--- src/rtl/assert_macros.svh ---
// Assertion macros, included by the top-level RTL file.
`ifndef ASSERT_MACROS_SVH
`define ASSERT_MACROS_SVH

// Same-cycle implication, sampled on aclk, off while aresetn is low.
`define ASSERT_NOW(lbl, ante, cons, msg) \
    lbl: assert property (@(posedge aclk) disable iff (!aresetn) (ante) |-> (cons)) \
        else $error(msg);

// Next-cycle implication, sampled on aclk, off while aresetn is low.
`define ASSERT_NEXT(lbl, ante, cons, msg) \
    lbl: assert property (@(posedge aclk) disable iff (!aresetn) (ante) |=> (cons)) \
        else $error(msg);

`endif

--- src/rtl/lfu_scp_pkg.sv ---
// Shared codes and controller/datapath interface types for the LFU cache directory.
`timescale 1ns / 1ps
package lfu_scp_pkg;

    localparam int COUNT_W = 16;
    localparam logic [COUNT_W-1:0] COUNT_MAX = {COUNT_W{1'b1}};

    localparam logic [1:0] ACT_READ  = 2'd0;
    localparam logic [1:0] ACT_WRITE = 2'd1;
    localparam logic [1:0] ACT_PLACE = 2'd2;

    localparam logic [2:0] OUT_HIT   = 3'd0;
    localparam logic [2:0] OUT_MISS  = 3'd1;
    localparam logic [2:0] OUT_NONE  = 3'd2;
    localparam logic [2:0] OUT_CLEAN = 3'd3;
    localparam logic [2:0] OUT_DIRTY = 3'd4;

    typedef struct packed {
        logic clr_step;
        logic load;
        logic look;
        logic bubble;
        logic wb;
        logic out_load;
    } lfu_cmd_t;

    typedef struct packed {
        logic clr_last;
        logic split_done;
        logic is_place;
        logic hit;
        logic need_bubble;
    } lfu_sts_t;

endpackage

--- src/rtl/lfu_scp_ctrl.sv ---
// Controller FSM: clearing pass, request sequencing and result handoff.
`timescale 1ns / 1ps
module lfu_scp_ctrl import lfu_scp_pkg::*; (
    input  logic     aclk,
    input  logic     aresetn,
    input  logic     s_valid,
    output logic     s_ready,
    output logic     m_valid,
    input  logic     m_ready,
    output lfu_cmd_t cmd,
    input  lfu_sts_t sts
);
    typedef enum logic [2:0] {
        ST_CLEAR, ST_IDLE, ST_SPLIT, ST_READ, ST_LOOK, ST_BUBBLE, ST_WB, ST_DONE
    } state_t;

    state_t state_reg, state_next;
    logic   m_valid_reg, m_valid_next;

    assign s_ready = (state_reg == ST_IDLE);
    assign m_valid = m_valid_reg;

    always_comb begin
        state_next   = state_reg;
        m_valid_next = m_valid_reg && !m_ready;
        cmd          = '0;
        unique case (state_reg)
            ST_CLEAR: begin
                cmd.clr_step = 1'b1;
                if (sts.clr_last) state_next = ST_IDLE;
            end
            ST_IDLE: begin
                if (s_valid) begin
                    cmd.load   = 1'b1;
                    state_next = ST_SPLIT;
                end
            end
            ST_SPLIT: begin
                if (sts.split_done) state_next = ST_READ;
            end
            ST_READ: begin
                state_next = ST_LOOK;
            end
            ST_LOOK: begin
                cmd.look = 1'b1;
                priority if (sts.is_place) state_next = ST_WB;
                else if (sts.hit)          state_next = ST_BUBBLE;
                else                       state_next = ST_DONE;
            end
            ST_BUBBLE: begin
                if (sts.need_bubble) cmd.bubble = 1'b1;
                else                 state_next = ST_WB;
            end
            ST_WB: begin
                cmd.wb     = 1'b1;
                state_next = ST_DONE;
            end
            ST_DONE: begin
                if (!m_valid_reg || m_ready) begin
                    cmd.out_load = 1'b1;
                    m_valid_next = 1'b1;
                    state_next   = ST_IDLE;
                end
            end
            default: state_next = ST_CLEAR;
        endcase
    end

    always_ff @(posedge aclk) begin
        if (!aresetn) begin
            state_reg   <= ST_CLEAR;
            m_valid_reg <= 1'b0;
        end else begin
            state_reg   <= state_next;
            m_valid_reg <= m_valid_next;
        end
    end
endmodule

--- config.mk ---
export PLATFORM = sky130hd
export DESIGN_NAME = lfu_scp_ctrl
export DESIGN_NICKNAME = d
export VERILOG_FILES = /design/src/rtl/assert_macros.svh /design/src/rtl/lfu_scp_pkg.sv /design/src/rtl/lfu_scp_ctrl.sv
export SDC_FILE = /design/constraint.sdc
export NUM_CORES = 1
export LEC_CHECK = 0
export ABC_AREA = 1
export BUFFER_PORTS_ARGS = -buffer_cell sky130_fd_sc_hd__buf_2
export CORE_AREA = 2 2 39 41
export CTS_CLUSTER_SIZE = 25
export DETAILED_ROUTE_END_ITERATION = 12
export DIE_AREA = 0 0 41 43
export SETUP_SLACK_MARGIN = 0.3
export SYNTH_ARGS = -nofsm -noshare
export SYNTH_HDL_FRONTEND = slang
export SYNTH_SLANG_ARGS = --single-unit
--- constraint.sdc ---
create_clock -name aclk -period 1.2 [get_ports aclk]
set_input_delay 0.24 -clock aclk [delete_from_list [all_inputs] [get_ports aclk]]
set_output_delay 0.24 -clock aclk [all_outputs]
set_load 0.01 [all_outputs]
Word level (Yosys, flattened, before mapping)
Index checks and enable logic that the tools add are counted.

word-level totals
  input bits = 9
  register bits after elaboration = 4
  word-level logic and storage cells = 39
  memories = 0
  memory bits (writable) = 0
  bits in read-only memories = 0
  bits in latches = 0

operators by class
  shift operators = 0
  reduce and logical (&&, ||, !) cells = 6
  div/mod/pow operators = 0
  multiplexer cells = 19
  $lt $le $gt $ge = 0
  $mul = 0
  bitwise logic cells = 0
  $add $sub $neg = 0
  equality and inequality tests = 12

operators with widths
  kind                                                  count
  one-hot mux 3 bit (8 select lines)                    1
  2-to-1 mux 3 bit                                      6
  equality test 3 bit (second input constant)           4
  2-to-1 mux 1 bit                                      11
  != test 2 bit (second input constant)                 5
  equality test 3 x 2 -> 1 bit (second input constant)  2
  AND reduction 5 bit                                   1
  equality test 3 x 1 -> 1 bit (second input constant)  1
  logical NOT 3 bit                                     1
  logical NOT 1 bit                                     2
  2-to-1 mux 2 bit                                      1
  logical AND 1 bit                                     1
  logical OR 1 bit                                      1

Longest topological paths before layout
  word-level depth = 4
  gate-level depth with buffers = 9

Worst setup path before layout
OpenSTA, ideal clock, no wires.

  path type = flip-flop to flip-flop
  from = register state_reg[0]
  to = register state_reg[1]
  stages on the path, launching flop included = 8
  setup time = 0.113 ns
  buffers on the path = 1
  period minus slack after synthesis = 1.039 ns
  arrival time = 0.927 ns
  slack = 0.161 ns
  cell sequence = dfxtp_1 buf_6 nor2_1 nand2_1 o21ai_0 nand3_1 nand2_1 nor2_1

on the way
  word-level cells in the longest chain between the ends = 3

ends and longest elaborated chain
  item                                               RTL line            RTL
  start: declaration                                 lfu_scp_ctrl.sv:17  state_t state_reg, state_next;
  start signal: assignment                           lfu_scp_ctrl.sv:74  state_reg <= state_next;
  equality test 3 bit, or another cell as far along  lfu_scp_ctrl.sv:27  unique case (state_reg)
  != test 2 bit (no line)                            --
  AND reduction 5 bit (no line)                      --

Parallel ways exist; a longest one is shown, timed or not.
A chain may end at the register's enable or synchronous reset.

==> results.py <==
metrics = {
    "status": {
        "status": "complete, but fails checks",
        "violations": "setup timing",
    },
    "power_and_ir_drop": {
        "p_total_w": 0.00123,
        "pwr-share-seq_pct": 25.8,
        "netSwitchingFraction_pct": 46.4,
        "p_int_w": 0.000662,
        "ir_worst_vdd_mv": 0.758,
        "comb_power_share_pct": 59.0,
        "clkPwrFrac_pct": 15.2,
        "power.density_mw_per_mm2": 1980,
        "power_switching_w": 0.000572,
        "p_leak_nw": 0.370,
    },
    "synth": {
        "synth.area.top_cells": "dfxtp_1 24%, nor2_1 18%, inv_1 15%",
        "synth_top_area_share_pct": 24.0,
        "syn_nets": 71,
        "synth_cells": 62,
        "yosysTopAreaCell": "dfxtp_1",
        "ys_seq_area_share_pct": 24.0,
        "ys_warn_count": 0,
        "synth-seq-cells": 4,
        "syn_area_um2": 334,
        "ys_types": 13,
        "syn_area_per_cell_um2": 5.39,
    },
    "global_routing": {
        "antenna_found_initial": 0,
        "grt_max_degree": 8,
        "grt_first_pass_wirelength_um": 1440,
        "gr-total-overflow": 0,
        "grt_pass1_vias": 368,
        "globalRouteTotalUtil_pct": 12.6,
    },
    "critical_path": {
        "cp-startpoint": "state_reg[0]",
        "reg2reg_to": "state_reg[0]",
        "worstSetupPathType": "flop to primary output",
        "cp-end-kind": "primary output",
        "crit_required_ps": 960,
        "r2r_slack_ps": 50,
        "crit_fanout": 6,
        "rr_startpoint": "state_reg[2]",
        "worstPathArrival_ps": 1040,
        "ff2ff_path_depth": 8,
        "critPathLaunchType": "flop",
    },
    "timing": {
        "setup_viol_count_final": 7,
        "timing.setup.tns_ps": -371,
        "layout_setup_ws_ps": -76.6,
        "fmax_ghz": 0.783,
        "finClkSkew_ps": 3.84,
        "maxSlewHeadroom_pct": 87.9,
        "rsz0062_at_grt": "yes",
        "period_needed_ps": 1280,
        "tightest_slew_ps": 180,
        "min_period_over_period_pct": 106,
        "finalMaxSlewViolations": 0,
        "hold_viol_final": 0,
    },
    "clock_network": {
        "clk_path_buf_depth": 2,
        "clk_root_buffer_cell": "clkbuf_4",
        "h-tree-depth": 1,
        "cts_buffers": 3,
        "cts_sinks": 4,
        "clk-insertion-delay-late_ps": 250,
        "hold_buffers": 0,
        "cts_tree": "built",
        "clkTransAtPathRegs_ps": 40,
    },
    "cells_and_area": {
        "largest_reg_flops": 3,
        "area_growth_pct": 86.1,
        "n_antenna_cell": 0,
        "drive_gt1_share_pct": 56.2,
        "finalNetCount": 100,
        "final_common_cell": "buf_2",
        "mostFrequentLayoutCells": "14 x buf_2, 12 x inv_1, 11 x nor2_1",
    },
    "hold_path": {
        "holdPathStages": 3,
        "hold_class": "input port to flop",
        "min_from": "aresetn",
        "min_to": "state_reg[1]",
    },
    "die": {
        "fp.coreArea_mm2": 0.00138,
        "pin_count": 17,
        "initial_core_util_pct": 24.1,
        "die_area_mm2": 0.00176,
        "dieWidth_um": 41,
        "num_rows": 14,
        "die_h_um": 43,
    },
    "detailed_routing": {
        "drcViolationCount": 0,
        "num_vias": 464,
        "drt_first_pass_iters": 4,
        "wl_per_cell_um": 10.2,
        "routed_wl_um": 1070,
        "viasPerCell": 4.42,
        "detail_route.iter0.violations": 3,
        "ant_nets": 0,
    },
    "placed_design": {
        "portBuffers": 16,
        "dpl.hpwl_um": 698,
        "gp_congestion": 0.895,
    },
    "run": {
        "maxCapViolations": 0,
    },
}
==> synthesized netlist by cell type (all sizes together) <==
master   n
nor2    16
a211oi   1
buf      1
dfxtp    4
nand2   13
o21ai    3
nand3    6
inv     15
nor3     2
a21oi    1
==> repair_timing <==
| action | in CTS | in global routing |
|---|---|---|
| resized for setup | 17 | 9 |
| setup buffers | 6 | 2 |
| setup endpoints to repair | 11 | 11 |
| pin swaps | 7 | 7 |
==> power by group through the flow <==
stage	clock network, W	logic (W)	registers [W]
after floorplan	0	0.000414	0.000217
after global placement	0	0.000495	0.000258
after detailed placement	0	0.000499	0.000255
after CTS	0.000184	0.000627	0.000308
after global routing	0.000205	0.000790	0.000327
final	0.000187	0.000727	0.000319
==> per-stage QoR <==
step | hold WS (ps) | setup WS, ps | instances | util, % | cell area [um^2]
after global placement | 493 | 2.24 | 94 | 32.3 | 447
after floorplan | 353 | 200 | 62 | - | 350
after detailed placement | 493 | 43.7 | 94 | 32.3 | 447
after global routing | 238 | -136 | 105 | 44.9 | 622
after CTS | 237 | -56.1 | 103 | 41.6 | 576
final | 235 | -76.6 | 105 | 44.9 | 622
==> cell families (layout without fill, tap and decap cells) <==
group	after synthesis	after routing	synth area share (%)
AO/OA/AOI/OAI	5	5	8.24
buffers and inverters	16	43	20.2
flip-flops	4	4	24.0
AND/OR/NAND/NOR	37	37	47.6
==> per-layer routing <==
metal  wire, um  global-route usage, %  share of wire [%]
met1        427                   13.1                 40
met2        579                   20.0                 54
met3         41                   3.14                3.8
met4         25                   10.0                2.3
met5          0                      0                  0
==> layout make-up <==
class,instances,area [um^2]
inverters,15,61.3
well taps,16,20.0
clock buffers,3,22.5
flip-flops and latches,4,92.6
repair buffers,25,171
multi-input cells,42,254
fillers,133,762
==> how the worst max path moves through the flow <==
stage | end | cells after the start | slack, ps
global placement | state_reg[0] | 7 | 2
floorplan | state_reg[1] | 8 | 200
CTS | cmd[2] | 5 | -60
detailed placement | state_reg[0] | 7 | 40
global route | cmd[4] | 4 | -140
finish | cmd[3] | 3 | -80
==> critical path: stages, from the launching register on <==
cell,delay [ps]
dfxtp_4,380
buf_6,130
nor3_2,130
buf_2,140
No activity file was read; power rests on OpenSTA's default activity.
